<file path="src/hdl/wsp_pkg.sv">
// Shared types, constants and helpers of the wave surface point evaluator.
`default_nettype none
package wsp_pkg;
	localparam int FRAC_BITS_DEF = 16;
	localparam int IN_W = 21;
	localparam int OUT_W = 32;
	localparam int ADDR_W = 4;

	localparam logic [1:0] REG_AMP = 2'd0;
	localparam logic [1:0] REG_FREQ_B = 2'd1;
	localparam logic [1:0] REG_FREQ_C = 2'd2;

	localparam logic signed [IN_W-1:0] AMP_RST = 21'sd98304;
	localparam logic signed [IN_W-1:0] FREQ_B_RST = 21'sd32768;
	localparam logic signed [IN_W-1:0] FREQ_C_RST = 21'sd65536;

	// Turns per radian scaled by 2^32, quarter turn in radians in Q30, and one in Q30.
	localparam logic signed [31:0] TURN_PER_RAD = 32'sd683565276;
	localparam logic signed [31:0] HALF_PI_Q30 = 32'sd1686629713;
	localparam logic signed [31:0] Q30_ONE = 32'sd1073741824;

	localparam int NSTEP = 5;
	localparam int SC_LAT = 20;
	localparam int CMB_LAT = 4;
	localparam int QDEPTH = 4;
	localparam int ODEPTH = 32;

	localparam logic [31:0] SIN_DIV [NSTEP-1] = '{32'd72, 32'd42, 32'd20, 32'd6};
	localparam logic [31:0] COS_DIV [NSTEP] = '{32'd90, 32'd56, 32'd30, 32'd12, 32'd2};
	localparam logic [31:0] SIN_RCP [NSTEP-1] = '{
		32'(64'h1_0000_0000 / 64'd72), 32'(64'h1_0000_0000 / 64'd42),
		32'(64'h1_0000_0000 / 64'd20), 32'(64'h1_0000_0000 / 64'd6)};
	localparam logic [31:0] COS_RCP [NSTEP] = '{
		32'(64'h1_0000_0000 / 64'd90), 32'(64'h1_0000_0000 / 64'd56),
		32'(64'h1_0000_0000 / 64'd30), 32'(64'h1_0000_0000 / 64'd12),
		32'(64'h1_0000_0000 / 64'd2)};

	typedef struct packed {
		logic signed [IN_W-1:0] u_coord;
		logic signed [IN_W-1:0] v_coord;
	} wsp_pt_t;

	typedef struct packed {
		logic signed [OUT_W-1:0] pos_z;
		logic signed [OUT_W-1:0] du_z;
		logic signed [OUT_W-1:0] dv_z;
		logic signed [OUT_W-1:0] norm_x;
		logic signed [OUT_W-1:0] norm_y;
		logic signed [OUT_W-1:0] duu_z;
		logic signed [OUT_W-1:0] duv_z;
		logic signed [OUT_W-1:0] dvv_z;
	} wsp_res_t;

	typedef struct packed {
		logic full;
		logic empty;
	} wsp_qstat_t;

	function automatic logic signed [OUT_W-1:0] sat32(input logic signed [63:0] v);
		if (v > 64'sd2147483647)
			return 32'sh7fffffff;
		else if (v < -64'sd2147483648)
			return 32'sh80000000;
		else
			return signed'(v[OUT_W-1:0]);
	endfunction
endpackage
`default_nettype wire

</file>
<file path="src/hdl/wsp_front.sv">
// Front end: configuration registers and input beat acceptance into the point queue.
`default_nettype none
module wsp_front (
	input  wire logic                           clk,
	input  wire logic                           arst_n,
	input  wire logic                           psel,
	input  wire logic                           penable,
	input  wire logic                           pwrite,
	input  wire logic [wsp_pkg::ADDR_W-1:0]     paddr,
	input  wire logic [31:0]                    pwdata,
	output logic [31:0]                         prdata,
	output logic                                pready,
	input  wire logic                           push,
	output logic                                full,
	input  wire logic signed [wsp_pkg::IN_W-1:0] u_coord,
	input  wire logic signed [wsp_pkg::IN_W-1:0] v_coord,
	input  wire wsp_pkg::wsp_qstat_t            qstat,
	output logic                                q_wr,
	output wsp_pkg::wsp_pt_t                    q_wdata,
	output logic signed [wsp_pkg::IN_W-1:0]     amp_a,
	output logic signed [wsp_pkg::IN_W-1:0]     freq_b,
	output logic signed [wsp_pkg::IN_W-1:0]     freq_c
);
	import wsp_pkg::*;

	logic [1:0] reg_idx;
	logic       wr_en;

	assign reg_idx = paddr[ADDR_W-1:2];
	assign wr_en = psel && penable && pwrite;
	assign pready = 1'b1;

	always_ff @(posedge clk or negedge arst_n) begin
		if (!arst_n) begin
			amp_a <= AMP_RST;
			freq_b <= FREQ_B_RST;
			freq_c <= FREQ_C_RST;
		end else if (wr_en) begin
			unique case (reg_idx)
				REG_AMP:    amp_a <= signed'(pwdata[IN_W-1:0]);
				REG_FREQ_B: freq_b <= signed'(pwdata[IN_W-1:0]);
				REG_FREQ_C: freq_c <= signed'(pwdata[IN_W-1:0]);
				default: ;
			endcase
		end
	end

	always_comb begin
		unique case (reg_idx)
			REG_AMP:    prdata = 32'(amp_a);
			REG_FREQ_B: prdata = 32'(freq_b);
			REG_FREQ_C: prdata = 32'(freq_c);
			default:    prdata = '0;
		endcase
	end

	assign full = qstat.full;
	assign q_wr = push && !qstat.full;
	assign q_wdata.u_coord = u_coord;
	assign q_wdata.v_coord = v_coord;
endmodule
`default_nettype wire

</file>
<file path="config.mk">
export PLATFORM = sky130hd
export DESIGN_NAME = wsp_front
export DESIGN_NICKNAME = d
export VERILOG_FILES = /design/src/hdl/wsp_pkg.sv /design/src/hdl/wsp_front.sv
export SDC_FILE = /design/constraint.sdc
export NUM_CORES = 1
export LEC_CHECK = 0
export BUFFER_PORTS_ARGS = -buffer_cell sky130_fd_sc_hd__buf_4
export CORE_ASPECT_RATIO = 1.2
export CORE_MARGIN = 2
export CORE_UTILIZATION = 42
export DETAILED_ROUTE_END_ITERATION = 12
export PLACE_DENSITY_LB_ADDON = 0.08
export SYNTH_ARGS = -nofsm -noshare
export SYNTH_HDL_FRONTEND = slang
export SYNTH_SLANG_ARGS = --single-unit
</file>
<file path="constraint.sdc">
create_clock -name clk -period 2.1 [get_ports clk]
set_clock_uncertainty 0.15 [all_clocks]
set_input_delay 0.21 -clock clk [delete_from_list [all_inputs] [get_ports clk]]
set_output_delay 0.21 -clock clk [all_outputs]
set_load 0.01 [all_outputs]
</file>
==> qor.csv <==
metric,value,unit
outcome,"finished, final reports clean",
overflow,0,
r2r_end,amp_a[9],
ys_top_cells_by_area,"dfrtp_1 45%, mux2_2 15%, buf_4 13%",
synth_enable_flop_cells,0,
cts-root-buf,clkbuf_8,
antenna_found_initial,0,
irDropWorstVdd,0.516,mV
ys_ff_latch,63,
vias,2252,
final_util,0.578,
synth.distinct_cells,17,
p_total,4.40,mW
crit_path_cell_trace,mux2i_1 -> o21ai_2 -> buf_4,
place_area,3970,µm²
insertion_delay,330,ps
rows,35,
hold_path_class,input pin to asynchronous set/reset pin,
async_flop_share,1.00,
crit_fanout,12,
grt_pass1_vias,2240,
synth_largest_area_cell,dfrtp_1,
ant_nets,0,
worstPathArrival,1370,ps
worst_setup_path_end_kind,primary output,
dp_slack,146,ps
cts_buffers,9,
place_inst,425,
first_pass_iters,3,
reg2reg_from,amp_a[9],
yosys_most_used_dff,dfrtp_1,
stdcell_count,463,
clk_pin_slew,70,ps
finalSetupViolations,0,
worst_pin_slew,519,ps
leakage,2.21,nW
synth_top_area_frac,0.448,
r2r_cells,1,
yosys-top-cells-count,"59 x dfrtp_1, 58 x buf_4, 43 x mux2_2",
required,1740,ps
pin_count,226,
cts_buffer_depth,2,
grtUsageTotal,0.184,
regArea,1580,µm²
max_freq,577,MHz
rsz0062_at_grt,no,
start_util,0.430,
fp.dieH,101,µm
cts_num_sinks,63,
slowest_stage,dfrtp_1,
cts_tree,built,
ys.warnings.count,0,
dp_hpwl,5.24,mm
syn_nets,350,
slew_headroom,0.654,
syn_to_final_growth,34.3,%
finalCritPeriodShare,0.825,
diodes,0,
finish.instance_area,4430,µm²
routed_wl,7.61,mm
timing.final.max_slew_violations,0,
die_area,8580,µm²
drt_iter0_drc,59,
vias_per_cell,4.86,
avgSynthCellArea,12.5,µm²
synth_cells,264,
netlist_area,3300,µm²
wl_per_cell,16.4,µm
r2r_slack,1150,ps
finalSetupTns,0,ps
maxCapViolCount,0,
hold_viol,0,
worstSetupPathType,flop to primary output,
fillers,681,
gp_congestion,0.708,
multi_input_area,1240,µm²
die_w,84.9,µm
period_minus_slack,1730,ps
htreeDepth,3,
setup_slack,368,ps
grt_max_degree,40,
io_buffer_count,126,
grt_pass1_wl,12.1,mm
core_area,7660,µm²
powerDensity,994,nW/µm²
ys_seq_area_frac,0.480,
drc,0,
worst_path_largest_cell_delay,370,ps
post_cts_buffers,0,
fin_nets,452,
yosysMostFrequentCell,dfrtp_1,
holdWs,166,ps
cp-start-kind,flop,
layout-drive-gt1-share,0.606,
-- critical path, delay by kind of cell, from the launching register on --
family	cells	cell delay [ps]
buf+inv	1	210
compound gates	1	360
mux	1	90
flops	1	370
-- worst max-delay path by stage --
| stage | from | to | slack, ps |
|---|---|---|---|
| final | freq_b[20] | prdata[22] | 370 |
| after global routing | freq_b[20] | prdata[20] | 230 |
| after CTS | freq_b[20] | prdata[22] | 130 |
| after detailed placement | paddr[2] | prdata[22] | 150 |
| after global placement | paddr[2] | prdata[20] | 200 |
| after floorplan | freq_b[20] | prdata[21] | 170 |
-- power breakdown --
| part | switching, mW | internal (mW) |
|---|---|---|
| clock | 0.500 | 0.706 |
| combinational | 0.573 | 0.875 |
| sequential | 0.234 | 1.51 |
-- sequential cells by signal, summed over array words and instances, names as in the netlist --
signal / cells
freq_b: 21
amp_a: 21
freq_c: 21
-- placed cells by master, fill, tap and decap left out, types with 2 or more instances in the layout --
cell	n
mux2_2	43
mux2i_1	21
bufinv_16	2
o21ai_0	20
clkinvlp_4	2
buf_4	136
dfrtp_1	59
mux2_4	20
dlygate4sd3_1	22
dfstp_2	4
nand2_1	21
clkbuf_8	10
-- cells by family (layout without fill, tap and decap cells) --
logic type	count (synthesis)	in the layout	share of synthesized area
AOI/OAI and AO/OA	21	21	0.0319
other	1	1	0.00114
and+or+nand+nor	27	27	0.0364
DFF	63	63	0.480
muxes	84	84	0.302
buffers and inverters	68	175	0.149
-- timing repair --
| action | CTS | global route |
|---|---|---|
| pin swaps | 0 | 0 |
| gates resized for setup | 1 | 1 |
| endpoints found under the setup margin | 12 | 12 |
| hold endpoints to repair | 122 | 0 |
| hold buffers | 22 | 0 |
-- routing by layer --
layer,global-route usage,up-vias,part of all wire
met5,0,-,0
met4,0.0891,0,0.019
met3,0.0475,14,0.067
met2,0.282,106,0.47
met1,0.244,1077,0.44
li1,-,1055,-
-- area by class of cell --
type,count,area share
Sequential cell,63,0.357
Clock inverter,6,0.0209
Multi-Input combinational cell,133,0.280
Tap cell,92,0.0260
Clock buffer,10,0.0311
Timing Repair Buffer,159,0.285
Power figures use the tool's default switching activity.
