`config.mk`:
```
export PLATFORM = sky130hd
export DESIGN_NAME = wsp_queue
export DESIGN_NICKNAME = d
export VERILOG_FILES = /design/src/hdl/wsp_pkg.sv /design/src/hdl/wsp_queue.sv
export SDC_FILE = /design/constraint.sdc
export NUM_CORES = 1
export LEC_CHECK = 0
export BUFFER_PORTS_ARGS = -buffer_cell sky130_fd_sc_hd__buf_4
export CAP_MARGIN = 10
export CORE_UTILIZATION = 57
export CTS_CLUSTER_SIZE = 28
export DETAILED_ROUTE_END_ITERATION = 16
export HOLD_SLACK_MARGIN = 0.03
export PLACE_DENSITY_LB_ADDON = 0.2
export SLEW_MARGIN = 20
export SYNTH_ARGS = -nofsm -noshare
export SYNTH_HDL_FRONTEND = slang
export SYNTH_SLANG_ARGS = --single-unit
export TNS_END_PERCENT = 50
```
`constraint.sdc`:
```
create_clock -name clk -period 2.8 [get_ports clk]
set_input_delay 0.56 -clock clk [delete_from_list [all_inputs] [get_ports clk]]
set_output_delay 0.56 -clock clk [all_outputs]
set_load 0.03 [all_outputs]
```
`src/hdl/wsp_pkg.sv`:
```
// Shared types, constants and helpers of the wave surface point evaluator.
`default_nettype none
package wsp_pkg;
	localparam int FRAC_BITS_DEF = 16;
	localparam int IN_W = 21;
	localparam int OUT_W = 32;
	localparam int ADDR_W = 4;

	localparam logic [1:0] REG_AMP = 2'd0;
	localparam logic [1:0] REG_FREQ_B = 2'd1;
	localparam logic [1:0] REG_FREQ_C = 2'd2;

	localparam logic signed [IN_W-1:0] AMP_RST = 21'sd98304;
	localparam logic signed [IN_W-1:0] FREQ_B_RST = 21'sd32768;
	localparam logic signed [IN_W-1:0] FREQ_C_RST = 21'sd65536;

	// Turns per radian scaled by 2^32, quarter turn in radians in Q30, and one in Q30.
	localparam logic signed [31:0] TURN_PER_RAD = 32'sd683565276;
	localparam logic signed [31:0] HALF_PI_Q30 = 32'sd1686629713;
	localparam logic signed [31:0] Q30_ONE = 32'sd1073741824;

	localparam int NSTEP = 5;
	localparam int SC_LAT = 20;
	localparam int CMB_LAT = 4;
	localparam int QDEPTH = 4;
	localparam int ODEPTH = 32;

	localparam logic [31:0] SIN_DIV [NSTEP-1] = '{32'd72, 32'd42, 32'd20, 32'd6};
	localparam logic [31:0] COS_DIV [NSTEP] = '{32'd90, 32'd56, 32'd30, 32'd12, 32'd2};
	localparam logic [31:0] SIN_RCP [NSTEP-1] = '{
		32'(64'h1_0000_0000 / 64'd72), 32'(64'h1_0000_0000 / 64'd42),
		32'(64'h1_0000_0000 / 64'd20), 32'(64'h1_0000_0000 / 64'd6)};
	localparam logic [31:0] COS_RCP [NSTEP] = '{
		32'(64'h1_0000_0000 / 64'd90), 32'(64'h1_0000_0000 / 64'd56),
		32'(64'h1_0000_0000 / 64'd30), 32'(64'h1_0000_0000 / 64'd12),
		32'(64'h1_0000_0000 / 64'd2)};

	typedef struct packed {
		logic signed [IN_W-1:0] u_coord;
		logic signed [IN_W-1:0] v_coord;
	} wsp_pt_t;

	typedef struct packed {
		logic signed [OUT_W-1:0] pos_z;
		logic signed [OUT_W-1:0] du_z;
		logic signed [OUT_W-1:0] dv_z;
		logic signed [OUT_W-1:0] norm_x;
		logic signed [OUT_W-1:0] norm_y;
		logic signed [OUT_W-1:0] duu_z;
		logic signed [OUT_W-1:0] duv_z;
		logic signed [OUT_W-1:0] dvv_z;
	} wsp_res_t;

	typedef struct packed {
		logic full;
		logic empty;
	} wsp_qstat_t;

	function automatic logic signed [OUT_W-1:0] sat32(input logic signed [63:0] v);
		if (v > 64'sd2147483647)
			return 32'sh7fffffff;
		else if (v < -64'sd2147483648)
			return 32'sh80000000;
		else
			return signed'(v[OUT_W-1:0]);
	endfunction
endpackage
`default_nettype wire

```
`src/hdl/wsp_queue.sv`:
```
// Short point queue between the front end and the evaluation pipeline.
`default_nettype none
module wsp_queue (
	input  wire logic             clk,
	input  wire logic             arst_n,
	input  wire logic             wr,
	input  wire wsp_pkg::wsp_pt_t wdata,
	input  wire logic             rd,
	output wsp_pkg::wsp_pt_t      rdata,
	output wsp_pkg::wsp_qstat_t   stat
);
	import wsp_pkg::*;

	localparam int PW = $clog2(QDEPTH);

	wsp_pt_t       ent_q [QDEPTH];
	logic [PW-1:0] wp_q;
	logic [PW-1:0] rp_q;
	logic [PW:0]   cnt_q;

	always_ff @(posedge clk) begin
		if (wr)
			ent_q[wp_q] <= wdata;
	end

	always_ff @(posedge clk or negedge arst_n) begin
		if (!arst_n) begin
			wp_q <= '0;
			rp_q <= '0;
			cnt_q <= '0;
		end else begin
			if (wr)
				wp_q <= wp_q + 1'b1;
			if (rd)
				rp_q <= rp_q + 1'b1;
			cnt_q <= cnt_q + (PW+1)'(wr) - (PW+1)'(rd);
		end
	end

	assign rdata = ent_q[rp_q];
	assign stat.full = (cnt_q == (PW+1)'(QDEPTH));
	assign stat.empty = (cnt_q == '0);
endmodule
`default_nettype wire

```
==> reports/metrics.cfg <==
[cells_and_area]
fin_area_mm2=0.007960
fin_nets=418
areaGrowthSynthToFinish_pct=22.32
drive_gt1_share_pct=44.80
final_util_pct=72.48
insertedDiodeCount=0

[power]
power_frac_seq_pct=40.3
ir_drop_v=0.0007760
pwr_density_cell_mw_per_mm2=1134
p_int_mw=6.186
p_sw_share_pct=31.48
netSwitchingPower_mw=2.842
p_comb_share_pct=35.0
clkPwrFrac_pct=24.7
p_leak_nw=2.806

[global_routing]
antenna_found_initial=0
grt_pass1_vias=3023
grtUsageTotal_pct=19.81
grt_max_degree=31
grt_remaining_overflow=0
grt_pass1_wl_mm=15.80

[logic_synthesis]
synthMuxAreaShare_pct=14.77
syn-num-nets=307
synth_compound_gate_area_share_pct=0.07691
synth.cell_area_mm2=0.006507
synth_seq_cells=175
synth_top_family_by_area=multiplexers
synthAdderAreaFrac_pct=1.461
synth-simple-area-share_pct=0.6729
syn_area_per_cell_um2=25.62
syn_inst=254
yosysUniqueCellTypes=17
seq_area_frac_synth_pct=80.22
synth_xor_area_share_pct=0.6729
ys_warn_count=0

[clocking]
post_cts_resize_count=0
cts_tree=built
cts_made_buffers=17
htreeDepth=4
clock_sinks=175
cts-root-buf=clkbuf_16
cts.clk_slew.worst_paths_ps=60
cts_buffer_depth=2
clk_latency_ps=420

[place]
place_ws_ps=423.9
gp_congestion=0.6523
place_area_mm2=0.007377
port_buffers=89
hpwl_mm=6.289

[worst_hold_path]
hold_path_class=in -> reg

[sta]
setup_viol=0
finalCriticalPeriod_ps=2604
finalCritPeriodShare_pct=92.98
skew_ps=6.943
final-hold-violation-count=0
rsz0062_at_grt=no
setup_tns_ps=0
worst_slack_ps=196.4
slew_headroom_pct=56.62
worstMarginPinSlew_ps=650.7
maxSlewViolCount=0
max_freq_mhz=384.1

[worst_setup_path]
crit_fanout=13
crit_required_ps=2240
critPathKind=reg -> out
cp-end-kind=output port
worst_setup_path_start_kind=register
worstPathArrival_ps=2040

[die]
die_h_um=108.9
std_cell_rows=38
coreArea_mm2=0.01098
dieArea_mm2=0.01185
die_x_um=108.9
start_util_pct=59.25
ios=90

[flow_run]
max_cap_viol_count=0

[routing]
drc=0
viasPerCell=5.596
firstDrtPassIters=4
post_drt_wl_per_cell_um=20.22
drt-total-wl_mm=10.41
drt_iter0_drc=115
vias=2882
ant_nets=0

[status]
status=finished clean

-- synth_stat cells --
cell / count / area, µm²
nor3_1: 1 / 5.000
mux4_2: 38 / 855.8
fa_1: 1 / 20.02
edfxtp_1: 168 / 5045
and3_1: 1 / 6.260
buf_2: 5 / 25.02
inv_1: 6 / 22.52
dfrtp_1: 7 / 175.2
buf_6: 1 / 11.26
buf_12: 4 / 80.08
nand2_1: 2 / 7.510
and2_1: 4 / 25.02
xnor2_1: 2 / 17.52
o21ai_0: 1 / 5.000
ha_1: 6 / 75.07
mux4_1: 4 / 105.1
xor2_1: 3 / 26.28
-- placed cells by master, fill, tap and decap left out, drive strengths merged --
| cell | Yosys | layout |
|---|---|---|
| edfxtp | 168 | 168 |
| buf | 10 | 101 |
| mux4 | 42 | 42 |
| clkbuf | 0 | 21 |
| dfrtp | 7 | 7 |
| inv | 6 | 6 |
| ha | 6 | 6 |
| and2 | 4 | 4 |
| xor2 | 3 | 3 |
| bufinv | 0 | 3 |
| clkinv | 0 | 3 |
| xnor2 | 2 | 2 |
| nand2 | 2 | 2 |
| clkinvlp | 0 | 2 |
| nor3 | 1 | 1 |
| and3 | 1 | 1 |
| o21ai | 1 | 1 |
| fa | 1 | 1 |
| dlygate4sd3 | 0 | 1 |
-- kinds of logic after synthesis --
family	Yosys count
buf+inv	16
simple gates	8
compound gates	1
flops	175
mux	42
xor+xnor	5
fa+ha+maj	7
-- per-layer routing --
layer	vias to the layer above	track usage, %	part of all wire, %
met3	17	7.770	5.5
met5	-	0	0
li1	1285	-	-
met4	0	7.625	1.4
met1	1494	22.22	40
met2	86	34.13	53
-- timing repair --
| item | 4_1_cts | 5_1_grt |
|---|---|---|
| buffers inserted | 1 | 0 |
| endpoints found under the setup margin | 12 | 0 |
| hold buffers | 1 | 0 |
| endpoints found under the hold margin | 7 | 0 |
-- critical path: stages (launching register included) --
cell and delay (ps):
dfrtp_4 580, buf_4 310, mux4_2 540, buf_4 190
-- state kept, by name, indices dropped and copies added (netlist names) --
signal and flops:
wp_q 2, ent_q 168, rp_q 2, cnt_q 3
-- area by class of cell --
type / instances / area [µm²]
Tap cell: 140 / 175.2
Inverter: 6 / 22.52
Clock inverter: 8 / 117.6
Sequential cell: 175 / 5225
Multi-Input combinational cell: 63 / 1154
Clock buffer: 21 / 440.4
Fill cell: 635 / 3023
Timing Repair Buffer: 102 / 825.8
-- worst paths after layout --
path | start | to | slack [ps] | depth (start not counted)
worst max-delay path | rp_q[0]$_DFFE_PN0P_ | rdata[34] | 200 | 3
worst min-delay path | wdata[29] | ent_q[2][29]$_DFFE_PP_ | 340 | 1
worst max register to register | wp_q[0]$_DFFE_PN0P_ | ent_q[0][25]$_DFFE_PP_ | 1040 | 4
worst min register to register | wp_q[0]$_DFFE_PN0P_ | wp_q[0]$_DFFE_PN0P_ | 530 | 1
max in group asynchronous | arst_n | rp_q[0]$_DFFE_PN0P_ | 2170 | 2
min in group asynchronous | arst_n | cnt_q[1]$_DFF_PN0_ | 490 | 2
-- through the flow --
step | total power, mW | instances | hold slack (ps)
finish | 9.028 | 515 | 340.0
floorplan | 5.879 | 254 | 264.4
detailed placement | 6.872 | 484 | 379.7
CTS | 9.147 | 515 | 319.4
global route | 9.433 | 515 | 318.7
global placement | 6.814 | 484 | 384.6
-- power groups by stage --
stage / combinational (mW) / clock (mW) / sequential [mW]
CTS: 3.22 / 2.27 / 3.66
detailed placement: 3.13 / 0 / 3.74
global placement: 3.10 / 0 / 3.71
global route: 3.37 / 2.37 / 3.69
finish: 3.16 / 2.23 / 3.64
floorplan: 2.30 / 0 / 3.58
(Power assumes the default switching activity.)
